[src/hw/rtl/zero_cross_gain_with_peak_assert.svh]
// Assertion macros shared by the gain stage RTL.
// Each macro expects a clock named clk and an active-low reset named arst_n in scope.
`ifndef ZERO_CROSS_GAIN_WITH_PEAK_ASSERT_SVH
`define ZERO_CROSS_GAIN_WITH_PEAK_ASSERT_SVH

`ifndef NO_ASSERTIONS
// Checks prop at every rising edge of clk, except while reset is asserted.
`define ZCG_ASSERT(lbl, prop, msg) \
	lbl: assert property (@(posedge clk) disable iff (!arst_n) (prop)) else $error(msg);
// Checks that cons holds in the cycle after ante.
`define ZCG_ASSERT_NEXT(lbl, ante, cons, msg) \
	lbl: assert property (@(posedge clk) disable iff (!arst_n) (ante) |=> (cons)) \
		else $error(msg);
`else
`define ZCG_ASSERT(lbl, prop, msg)
`define ZCG_ASSERT_NEXT(lbl, ante, cons, msg)
`endif

`endif

[src/hw/rtl/zcg_pkg.sv]
package zcg_pkg;

	localparam int SampleBits      = 24;
	localparam int GainBits        = 17;
	localparam int GainFracBits    = 16;
	localparam int ChannelsDefault = 2;
	localparam int CfgIdxBits      = 1;

	localparam logic [GainBits-1:0] GainReset = GainBits'(53084);

	// Configuration register indexes.
	localparam logic [CfgIdxBits-1:0] CfgTargetCh0 = 1'b0;
	localparam logic [CfgIdxBits-1:0] CfgTargetCh1 = 1'b1;

	typedef enum logic [1:0] {
		SignUnset = 2'd0,
		SignPos   = 2'd1,
		SignNeg   = 2'd2
	} sign_t;

	typedef struct packed {
		logic signed [SampleBits-1:0] sample_in;
		logic                         chan;
		logic                         clear_peak;
	} zcg_in_t;

	typedef struct packed {
		logic signed [SampleBits-1:0] sample_out;
		logic                         chan_out;
		logic        [SampleBits-1:0] peak_level;
		logic                         change_pending;
	} zcg_out_t;

endpackage

[src/hw/rtl/zcg_gain_sat.sv]
module zcg_gain_sat (
	input  logic signed [zcg_pkg::SampleBits-1:0] sample,
	input  logic        [zcg_pkg::GainBits-1:0]   gain,
	output logic signed [zcg_pkg::SampleBits-1:0] gained,
	output logic        [zcg_pkg::SampleBits-1:0] mag
);
	import zcg_pkg::*;

	localparam int ProdBits  = SampleBits + GainBits + 1;
	localparam int ShiftBits = ProdBits - GainFracBits;

	localparam logic signed [ShiftBits-1:0] SatHi = ShiftBits'((64'sd1 <<< (SampleBits - 1)) - 1);
	localparam logic signed [ShiftBits-1:0] SatLo = -SatHi - ShiftBits'(1);

	logic signed [ProdBits-1:0]  prod;
	logic signed [ShiftBits-1:0] shifted;

	// The arithmetic shift of the product rounds toward minus infinity.
	assign prod    = sample * $signed({1'b0, gain});
	assign shifted = prod[ProdBits-1:GainFracBits];

	always_comb begin
		if (shifted > SatHi) begin
			gained = SatHi[SampleBits-1:0];
		end else if (shifted < SatLo) begin
			gained = SatLo[SampleBits-1:0];
		end else begin
			gained = shifted[SampleBits-1:0];
		end
	end

	// Full-scale negative maps to 2^(SampleBits-1), which still fits unsigned.
	assign mag = gained[SampleBits-1] ? (~gained + SampleBits'(1)) : gained;

endmodule

[src/hw/rtl/zero_cross_gain_with_peak.sv]
// Channel   Direction  Handshake            Payload
// in        input      in_valid / in_stall  in_word   (zcg_in_t)
// out       output     out_valid / out_stall out_word (zcg_out_t)
// cfg       input      cfg_we               cfg_index, cfg_data
//
// Each word is held in the input register and is then processed in a single pass
// into the output register, which offers its result. One word is accepted per cycle
// while in_stall is low; the per-channel gain, sign and peak state is read and
// written in that same pass, so back-to-back words of one channel see each other.
// A stall on the output holds the result register and, through it, the input register.
// Reset clears all valid flags, sets every gain to its default and clears the peak holds.
module zero_cross_gain_with_peak #(
	parameter int CHANNELS = zcg_pkg::ChannelsDefault
) (
	input  logic                                clk,
	input  logic                                arst_n,
	input  logic                                in_valid,
	output logic                                in_stall,
	input  zcg_pkg::zcg_in_t                    in_word,
	output logic                                out_valid,
	input  logic                                out_stall,
	output zcg_pkg::zcg_out_t                   out_word,
	input  logic                                cfg_we,
	input  logic [zcg_pkg::CfgIdxBits-1:0]      cfg_index,
	input  logic [zcg_pkg::GainBits-1:0]        cfg_data
);
	import zcg_pkg::*;

	`include "zero_cross_gain_with_peak_assert.svh"

	localparam int ChIdxBits = 1;

	// Target gains are always kept for both channels, whatever CHANNELS is.
	logic [GainBits-1:0]   target_gain_q [2];
	logic [GainBits-1:0]   applied_gain_q [CHANNELS];
	sign_t                 sign_ref_q [CHANNELS];
	logic [SampleBits-1:0] peak_hold_q [CHANNELS];

	zcg_in_t  in_s1;
	logic     valid_s1;
	zcg_out_t out_q;
	logic     out_valid_q;

	logic                         advance;
	logic [ChIdxBits-1:0]         ch_sel;
	logic [GainBits-1:0]          tgt;
	logic [GainBits-1:0]          app;
	sign_t                        cur_ref;
	sign_t                        sample_sign;
	sign_t                        eff_ref;
	sign_t                        next_ref;
	logic                         pending;
	logic                         is_zero;
	logic                         apply;
	logic [GainBits-1:0]          gain_use;
	logic signed [SampleBits-1:0] gained;
	logic [SampleBits-1:0]        mag;
	logic [SampleBits-1:0]        peak_new;

	// A held word moves on when the result register is empty or being taken.
	assign advance   = valid_s1 && (!out_valid_q || !out_stall);
	assign in_stall  = valid_s1 && !advance;
	assign out_valid = out_valid_q;
	assign out_word  = out_q;

	// A channel number beyond the configured count folds onto the last channel.
	always_comb begin
		if (int'(in_s1.chan) >= CHANNELS) begin
			ch_sel = ChIdxBits'(CHANNELS - 1);
		end else begin
			ch_sel = in_s1.chan;
		end
	end

	assign tgt     = target_gain_q[ch_sel];
	assign app     = applied_gain_q[ch_sel];
	assign cur_ref = sign_ref_q[ch_sel];
	assign pending = (tgt != app);
	assign is_zero = (in_s1.sample_in == '0);

	// Zero counts as negative for the reference, but a zero sample always applies the
	// pending gain. A sign that differs from the reference marks the zero crossing.
	always_comb begin
		sample_sign = (!in_s1.sample_in[SampleBits-1] && !is_zero) ? SignPos : SignNeg;
		eff_ref     = (cur_ref == SignUnset) ? sample_sign : cur_ref;
		apply       = pending && ((sample_sign != eff_ref) || is_zero);
		if (!pending) begin
			next_ref = cur_ref;
		end else if (apply) begin
			next_ref = SignUnset;
		end else begin
			next_ref = sample_sign;
		end
		gain_use = apply ? tgt : app;
	end

	zcg_gain_sat u_gain_sat (
		.sample (in_s1.sample_in),
		.gain   (gain_use),
		.gained (gained),
		.mag    (mag)
	);

	assign peak_new = (mag > peak_hold_q[ch_sel]) ? mag : peak_hold_q[ch_sel];

	always_ff @(posedge clk or negedge arst_n) begin
		if (!arst_n) begin
			target_gain_q[0] <= GainReset;
			target_gain_q[1] <= GainReset;
		end else if (cfg_we) begin
			unique case (cfg_index)
				CfgTargetCh0: target_gain_q[0] <= cfg_data;
				CfgTargetCh1: target_gain_q[1] <= cfg_data;
				default: ;
			endcase
		end
	end

	always_ff @(posedge clk or negedge arst_n) begin
		if (!arst_n) begin
			for (int c = 0; c < CHANNELS; c++) begin
				applied_gain_q[c] <= GainReset;
				sign_ref_q[c]     <= SignUnset;
				peak_hold_q[c]    <= '0;
			end
		end else if (advance) begin
			applied_gain_q[ch_sel] <= gain_use;
			sign_ref_q[ch_sel]     <= next_ref;
			peak_hold_q[ch_sel]    <= in_s1.clear_peak ? '0 : peak_new;
		end
	end

	always_ff @(posedge clk or negedge arst_n) begin
		if (!arst_n) begin
			valid_s1 <= 1'b0;
		end else if (!in_stall) begin
			valid_s1 <= in_valid;
		end
	end

	always_ff @(posedge clk) begin
		if (!in_stall && in_valid) begin
			in_s1 <= in_word;
		end
	end

	always_ff @(posedge clk or negedge arst_n) begin
		if (!arst_n) begin
			out_valid_q <= 1'b0;
		end else if (advance) begin
			out_valid_q <= 1'b1;
		end else if (!out_stall) begin
			out_valid_q <= 1'b0;
		end
	end

	always_ff @(posedge clk) begin
		if (advance) begin
			out_q.sample_out     <= gained;
			out_q.chan_out       <= ch_sel;
			out_q.peak_level     <= peak_new;
			out_q.change_pending <= (tgt != gain_use);
		end
	end

	`ZCG_ASSERT(a_stall_needs_word, !in_stall || valid_s1, "input stalled with an empty stage")
	`ZCG_ASSERT_NEXT(a_result_from_stage, !out_valid_q && !advance, !out_valid_q,
		"result appeared without a processed word")
	`ZCG_ASSERT_NEXT(a_gain_written, advance, applied_gain_q[$past(ch_sel)] == $past(gain_use),
		"applied gain not updated after a word")
	`ZCG_ASSERT_NEXT(a_peak_cleared, advance && in_s1.clear_peak,
		peak_hold_q[$past(ch_sel)] == '0, "peak hold not cleared on request")

endmodule
[config.mk]
export PLATFORM = sky130hd
export DESIGN_NAME = zero_cross_gain_with_peak
export DESIGN_NICKNAME = d
export VERILOG_FILES = /design/src/hw/rtl/zcg_pkg.sv /design/src/hw/rtl/zcg_gain_sat.sv /design/src/hw/rtl/zero_cross_gain_with_peak.sv
export VERILOG_INCLUDE_DIRS = /design/src /design/src/hw/rtl
export SDC_FILE = /design/constraint.sdc
export NUM_CORES = 1
export LEC_CHECK = 0
export ABC_AREA = 0
export ABC_CLOCK_PERIOD_IN_PS = 13800
export BUFFER_PORTS_ARGS = -buffer_cell sky130_fd_sc_hd__buf_2
export CELL_PAD_IN_SITES_DETAIL_PLACEMENT = 0
export CELL_PAD_IN_SITES_GLOBAL_PLACEMENT = 1
export CORE_ASPECT_RATIO = 0.5
export CORE_MARGIN = 3
export CORE_UTILIZATION = 51
export DETAILED_ROUTE_END_ITERATION = 12
export HOLD_SLACK_MARGIN = 0.15
export PLACE_DENSITY = 0.91
export SLEW_MARGIN = 20
export SYNTH_ARGS = -nofsm -noshare
export SYNTH_HDL_FRONTEND = slang
export SYNTH_SLANG_ARGS = --single-unit
[constraint.sdc]
create_clock -name clk -period 13.8 [get_ports clk]
set_input_delay 2.07 -clock clk [delete_from_list [all_inputs] [get_ports clk]]
set_output_delay 2.07 -clock clk [all_outputs]
set_load 0.005 [all_outputs]
# ---- After elaboration in Yosys (flattened, before gate mapping)
# Index checks and enable logic that the tools add are counted.
dict set report op_classes {
  n_shift 0
  n_div 0
  mux 33
  bitwise 3
  order_cmp 5
  n_reduce_logical 18
  add_sub_neg 1
  eq_ne 4
  multipliers 1
}
# cell count
set ops {}
lappend ops {{$mux 24} 9}
lappend ops {{$mux 17} 8}
lappend ops {{$bwmux 48} 1}
lappend ops {{$mul 24x18->42} 1}
lappend ops {{$bwmux 34} 1}
lappend ops {{$ne 17x17->1} 2}
lappend ops {{$gt 26x24->1 const B} 1}
lappend ops {{$lt 26x24->1 const B} 1}
lappend ops {{$add 24x2->24 const B} 1}
lappend ops {{$demux 24 s1} 1}
lappend ops {{$gt 24x24->1} 1}
lappend ops {{$logic_not 24->1} 1}
lappend ops {{$not 24->24} 1}
lappend ops {{$demux 17 s1} 1}
lappend ops {{$mux 2} 8}
lappend ops {{$logic_and 1x1->1} 6}
lappend ops {{$logic_not 1->1} 6}
lappend ops {{$bwmux 4} 1}
lappend ops {{$reduce_and 2->1} 2}
lappend ops {{$demux 2 s1} 1}
lappend ops {{$ge 2x2->1 const B} 1}
lappend ops {{$logic_not 2->1} 1}
lappend ops {{$logic_or 1x1->1} 2}
lappend ops {{$lt 2x1->1 const B} 1}
lappend ops {{other kinds (5)} 6}
dict set report totals {
  latchBits 0
  mem_bits_ro 0
  ramBits 0
  reg_bits 198
  out_inout_bits 52
  memories 0
}

# ---- Logic depth before layout (Yosys ltp)
dict set report logic_depth {
  word_depth 21
  ltp_mapped 56
  mapped_depth_nobuf 51
}

# ---- By module
# From an unflattened synthesis, not the netlist that was laid out.
dict set report hier_totals {
  hier_cells 2740
  area_unflattened_um2 26449.1
}
# module n_inst cells_each area_per_inst_um2
set by_module_without_submodules {}
lappend by_module_without_submodules {zcg_gain_sat 1 1890 16273.1}
lappend by_module_without_submodules {zero_cross_gain_with_peak 1 850 10176.0}

# ---- Least setup slack after synthesis
# Ideal clock, no wire load.
dict set report synth_timing {
  path_type {register to register}
  from {register target_gain_q[3] in the netlist's numbering}
  to {register peak_hold_q[32] in the netlist's numbering}
  setup_ns 0.125
  stages_incl_launch_ff 48
  arrival_time_ns 11.724
  path_slack_ns 1.951
  period_less_slack_ns 11.849
  cell_sequence {dfstp_2 > xor2_1 > or4_1 > a221oi_1 > nor2_1 > mux4_2 > clkbuf_1 > nand2_1 > fa_1 > fa_1 > inv_1 > fa_1 > fa_1 > fa_1 > inv_1 > fa_1 > inv_1 > ha_1 > [12 not listed] > nor3_1 > nand4_1 > nand2_1 > a21oi_1 > xnor2_1 > inv_1 > ha_1 > a21o_1 > a21o_1 > a21o_1 > a21oi_1 > o21ai_0 > o22a_1 > nand2_1 > clkbuf_1 > nand2_1 > o211a_1 > mux2_2}
}
dict set report synth_via {
  elab_chain_cells 17
}
# element line
set synth_rtl {}
lappend synth_rtl {{start: declaration} zero_cross_gain_with_peak.sv:34} ;# logic [GainBits-1:0] target_gain_q [2];
lappend synth_rtl {{$mux 17 (not written as such) (*) (3 in series)} zero_cross_gain_with_peak.sv:75} ;# assign tgt = target_gain_q[ch_sel];
lappend synth_rtl {{$ne 17x17->1} zero_cross_gain_with_peak.sv:78} ;# assign pending = (tgt != app);
lappend synth_rtl {{$logic_and 1x1->1} zero_cross_gain_with_peak.sv:86} ;# apply = pending && ((sample_sign != eff_ref) || is_zero);
lappend synth_rtl {{$mux 17 (*)} zero_cross_gain_with_peak.sv:94} ;# gain_use = apply ? tgt : app;
lappend synth_rtl {{$mul 24x18->42 (*)} zcg_gain_sat.sv:19} ;# assign prod = sample * $signed({1'b0, gain});
lappend synth_rtl {{$lt 26x24->1} zcg_gain_sat.sv:25} ;# end else if (shifted < SatLo) begin
lappend synth_rtl {{$mux 24} zcg_gain_sat.sv:25}
lappend synth_rtl {{$mux 24 (*)} zcg_gain_sat.sv:23} ;# if (shifted > SatHi) begin
lappend synth_rtl {{$not 24->24} zcg_gain_sat.sv:33} ;# assign mag = gained[SampleBits-1] ? (~gained + SampleBits'(1)) : gained;
lappend synth_rtl {{$add 24x2->24} zcg_gain_sat.sv:33}
lappend synth_rtl {{$mux 24 (*)} zcg_gain_sat.sv:33}
lappend synth_rtl {{$gt 24x24->1} zero_cross_gain_with_peak.sv:104} ;# assign peak_new = (mag > peak_hold_q[ch_sel]) ? mag : peak_hold_q[ch_sel];
lappend synth_rtl {{$mux 24 (*)} zero_cross_gain_with_peak.sv:104}
lappend synth_rtl {{$mux 24 (*)} zero_cross_gain_with_peak.sv:129} ;# peak_hold_q[ch_sel] <= in_s1.clear_peak ? '0 : peak_new;
lappend synth_rtl {{$bwmux 48 (*)} zero_cross_gain_with_peak.sv:129}
lappend synth_rtl {{end signal: indexed assignment} zero_cross_gain_with_peak.sv:129}
lappend synth_rtl {{end: declaration} zero_cross_gain_with_peak.sv:37} ;# logic [SampleBits-1:0] peak_hold_q [CHANNELS];
# Every way passes the cells marked *; elsewhere a longest branch is shown, timed or not. The select of a mux whose other input is x is not followed.
# A chain may end at the register's enable or synchronous reset.

# ---- Worst setup path after layout
dict set report layout_timing {
  from {register target_gain_q[26] in the netlist's numbering}
  to {register out_q, in the netlist out_word[1], data pin}
}
dict set report layout_via {
  elab_chain_cells 15
}
# element line
set layout_rtl {}
lappend layout_rtl {{$mux 17 (not written as such) (*) (3 in series)} zero_cross_gain_with_peak.sv:75}
lappend layout_rtl {{$ne 17x17->1} zero_cross_gain_with_peak.sv:78}
lappend layout_rtl {{$logic_and 1x1->1} zero_cross_gain_with_peak.sv:86}
lappend layout_rtl {{$mux 17 (*)} zero_cross_gain_with_peak.sv:94}
lappend layout_rtl {{$mul 24x18->42 (*)} zcg_gain_sat.sv:19}
lappend layout_rtl {{$lt 26x24->1} zcg_gain_sat.sv:25}
lappend layout_rtl {{$mux 24} zcg_gain_sat.sv:25}
lappend layout_rtl {{$mux 24 (*)} zcg_gain_sat.sv:23}
lappend layout_rtl {{$not 24->24} zcg_gain_sat.sv:33}
lappend layout_rtl {{$add 24x2->24} zcg_gain_sat.sv:33}
lappend layout_rtl {{$mux 24 (*)} zcg_gain_sat.sv:33}
lappend layout_rtl {{$gt 24x24->1} zero_cross_gain_with_peak.sv:104}
lappend layout_rtl {{$mux 24 (*)} zero_cross_gain_with_peak.sv:104}
lappend layout_rtl {{net peak_new[0]} zero_cross_gain_with_peak.sv:58} ;# logic [SampleBits-1:0] peak_new;
lappend layout_rtl {{end: declaration} zero_cross_gain_with_peak.sv:41} ;# zcg_out_t out_q;
# Mark *: on every way through the listed nets, which the timed path passes. The rest lies on a longest branch. The select of a mux whose other input is x is not followed.

==> results.md <==
- The die span in x is 322 um.
- Across all hold checks on the routed design, the worst slack comes to approximately 0.48 ns.
- The area growth from synthesis to layout is 8.65%.
- The post-synthesis cell count is roughly 2700.
- The largest individual stage delay along the critical path comes from the cell fa_1.
- The TritonCTS clock tree is yes.
- Summed over all nets, the half-perimeter wirelength after detailed placement is 53400 um.
- The die is between 150 and 200 um tall.
- By area the synthesized netlist is led by fa_1 31%, edfxtp_1 9.0%, dfrtp_1 8.1%, inv_1 7.1%, nand2_1 6.2%.
- The critical setup path kind is flip-flop to flip-flop.
- The minimum clock period is 13.04 ns.
- Counting the buffers created by CTS gives 17.
- The highest metal layer used by the detailed router is met5.
- The total routed wire length on the met1 layer is roughly 30000 um.
- CTS placed an instance of clkbuf_16 at the clock tree root.
- The number of H-tree levels is 4.
- Counting the fill cells in the layout gives roughly 4300.
- The mapped netlist covers approximately 0.025 mm^2.
- The initial utilization of the core area, before any placement, comes to 52.0%.
- Summed over all instances, the cell type with the most area after synthesis is fa_1.
- The number of DRC violations after detailed-routing iteration 0 is 2234.
- The global placement routability congestion is between 0.9 and 1.
- Entering global routing, the biggest net connects 73 pins.
- For this run, the slowest stage of the critical path takes 0.75 ns.
- In this run the count of I/O pins placed on the die edge is about 100.
- The tightest min-delay check is of the flip-flop to flip-flop type.
- Of all flip-flops after synthesis, the portion carrying an async set or reset was 61.6%.
- The remaining antenna violation count is 0.
- During placement, the flow inserted port buffers numbering 100.
- The number of hold-repair buffers added at the cts stage is 0.
- The worst setup path is launched from a flip-flop.
- The element type at the critical path end is a flip-flop.
- Summed over all nets, wire length on met3 after detailed routing comes to 8190 um.
- The routed wirelength normalized by instance count is 22.2 um.
- The routed layout has 19800 vias.
- The final layout net count is 3291.
- The global-route wire length before repair is 112000 um.
- The area of the die is roughly 0.053 mm^2.
- Setup slack on the critical path of the routed design comes to 0.761 ns.
- The setup-violating endpoint count in the final report is 0.
- The number of cells on the worst reg-to-reg path is 46.
- The area used by sequential logic in the layout is between 0.005 and 0.006 mm^2.
- When the netlist entered floorplanning its net count stood at about 3200.
- The later pin in the worst-skew pair is clocked with a latency of 0.49 ns.
- The final layout contains routed wiring with a total length of approximately 75000 um.
- For the worst setup path, the data required time is 14.04 ns.
- The count of unique library cells instantiated by Yosys is 92.
- For this run, the share of the core covered by cells in the final layout is 56.5%.
- The initial antenna violation count is 11.
- The transition at the pin with the smallest max-transition slack is ~0.94 ns.
- The number of design rule violations left after detail routing is 0.
- The number of detailed-route iterations in the first pass is 5.
- The total overflow reported by the global router is 0.
- The CTS sink count is just under 200.
- The core area is 0.0489 mm^2.
- The worst hold path was traced through 2 stages.
- The global-route usage over all layers is 27.4%.
- Timing analysis after detailed placement gives a worst setup slack of between 0.7 and 0.8 ns.
- The most used flip-flop cell after synthesis is dfrtp_1.
- Clock-pin slew was measured on the worst setup and hold paths at roughly 0.1 ns.
- The number of storage elements in the synthesis netlist is around 200.
- For the worst setup path, the data arrival time is ~13 ns.
- Summed over its instances, the top area cell type makes up 31.4% of the synthesized netlist area.
- Summing the sequential cell areas from Yosys gives a little over a fifth of the chip area.
- The number of vias per cell after detailed routing is 5.86.
- In the final layout, the multi-input gates occupy between 0.015 and 0.02 mm^2.
- The fmax is 76.7 MHz.
- The initialized floorplan defines 57 standard-cell rows.
- The flow ran to the end, and the final reports show no timing, DRC or antenna violations.
- Along the worst path, the maximum fanout reaches 25.
- Across the run, the number of max-cap violations was 0.
- The relative max-transition margin is 37.6%.
- The worst path uses 94.5% of the clock period.
- The final hold violation count came to 0.
- The number of flops mapped to enable cells by yosys is 76.
- The maximum count of clock buffers along a single path is 2.
- The number of global-route vias before repair is 20200.
- The number of slew-limit violations in the final report is 0.
- Of the cells placed in the final design, the portion with a size suffix greater than 1 is 12.8%.
- The detailed route wirelength on metal2 is roughly 34000 um.
- During synthesis, Yosys emitted a total of 0 warnings.
- The final worst clock skew is 0.0346 ns.
- After synthesis, the mean cell area works out to 9.61 um^2.
-- layer usage --
metal | up-vias | global-route usage, %
met4 | 10 | 7.44
li1 | 8601 | -
met5 | - | 0
met2 | 1038 | 44.4
met1 | 10000 | 38.5
met3 | 173 | 4.59
-- cells in the mapped netlist, drive strengths merged, types with 7 or more instances --
| master | instances |
|---|---|
| mux2i | 36 |
| o21ai | 72 |
| a22oi | 10 |
| o31ai | 22 |
| nand2b | 9 |
| a21oi | 84 |
| a21o | 16 |
| o22ai | 11 |
| nor2b | 7 |
| fa | 399 |
| a22o | 10 |
| nand4 | 26 |
| ha | 124 |
| a32o | 9 |
| nor4 | 15 |
| o211ai | 11 |
| nor2 | 55 |
| a211oi | 10 |
| or3 | 9 |
| inv | 484 |
| xor2 | 42 |
| o21a | 10 |
| clkbuf | 85 |
| and3 | 12 |
| buf | 42 |
| dfrtp | 82 |
| nand3 | 24 |
| mux4 | 17 |
| and4 | 12 |
| a31oi | 11 |
| dfstp | 40 |
| and2 | 217 |
| nor3 | 14 |
| xnor2 | 27 |
| mux2 | 42 |
| nand2 | 419 |
| edfxtp | 76 |
-- cell type report --
type / instances / area share (%)
diodes: 4 / 0.0362
clock buffers: 17 / 1.54
clock inverters: 15 / 0.846
inverters: 484 / 6.57
multi-input cells: 1849 / 64.9
flip-flops and latches: 198 / 19.5
well taps: 649 / 2.94
repair buffers: 169 / 3.69
-- worst paths after layout --
kind	from	endpoint	slack [ns]
worst max-delay path	target_gain_q[26]$_DFFE_PN1P_	out_word[1]$_DFFE_PP_	0.76
worst min register to register	applied_gain_q[31]$_DFFE_PN1P_	applied_gain_q[31]$_DFFE_PN1P_	0.48
min in group asynchronous	arst_n	peak_hold_q[15]$_DFFE_PN0P_	1.62
max in group asynchronous	arst_n	sign_ref_q[0]$_DFFE_PN0P_	10.80
worst min-delay path	applied_gain_q[31]$_DFFE_PN1P_	applied_gain_q[31]$_DFFE_PN1P_	0.48
worst max register to register	target_gain_q[26]$_DFFE_PN1P_	out_word[1]$_DFFE_PP_	0.76
-- critical path, delay by kind of cell, from the launching register on --
kind | cells | cell delay, ns
flops | 1 | 0.68
simple gates | 9 | 2.43
fa+ha+maj | 9 | 4.06
xor+xnor | 2 | 0.47
compound gates | 15 | 2.85
buf+inv | 9 | 1.36
mux | 2 | 0.94
-- state kept, by name, indices dropped and copies added, names as in the netlist --
signal          cells
target_gain_q      34
ch_sel              1
valid_s1            1
out_word           50
in_s1              25
out_valid           1
peak_hold_q        48
applied_gain_q     34
sign_ref_q          4
-- cells in the final DEF (no fill, tap or decap), types with 12 or more instances in the layout --
cell       synthesis  routed
and2_1           216     214
dfrtp_1           82      82
a21o_1            16      16
a21oi_1           79      79
buf_2             26      99
mux4_2            17      18
clkbuf_16          0      17
nor4_1            15      15
buf_4              2      70
mux2i_1           36      35
nand2_1          418     418
xnor2_1           24      24
edfxtp_1          76      76
nand4_1           26      26
ha_1             124     124
and3_1            12      12
dfstp_2           40      40
inv_1            483     483
fa_1             399     399
nor3_1            13      13
o21ai_0           53      53
o21ai_1           13      13
nor2_1            54      54
nand3_1           23      23
xor2_1            42      42
mux2_2            42      42
o31ai_1           19      19
-- metrics by stage --
| step | area [um^2] | TNS, ns | std cells |
|---|---|---|---|
| 5_1_grt | 27600 | -0.0270 | 3382 |
| 3_5_place_dp | 26700 | 0 | 3326 |
| 6_report | 27700 | 0 | 3385 |
| 4_1_cts | 27300 | 0 | 3358 |
| 3_3_place_gp | 26700 | 0 | 3326 |
| 2_1_floorplan | 25500 | 0 | 2650 |
-- what timing repair did --
action / 4_1_cts / 5_1_grt
resized for setup: 0 / 4
setup endpoints to repair: 0 / 72
setup buffers: 0 / 15
-- cells by family after synthesis --
group / Yosys count / share of synthesized area (%)
multiplexers: 95 / 4.78
flip-flops: 198 / 21.2
XOR/XNOR: 69 / 2.46
buffers and inverters: 611 / 9.20
AO/OA/AOI/OAI: 320 / 8.99
adder cells (fa/ha/maj): 523 / 37.5
AND/OR/NAND/NOR: 834 / 15.9
Power is left out: the tool's default activity adds up to more than one toggle a clock period on the data nets, which glitch-free logic cannot reach.
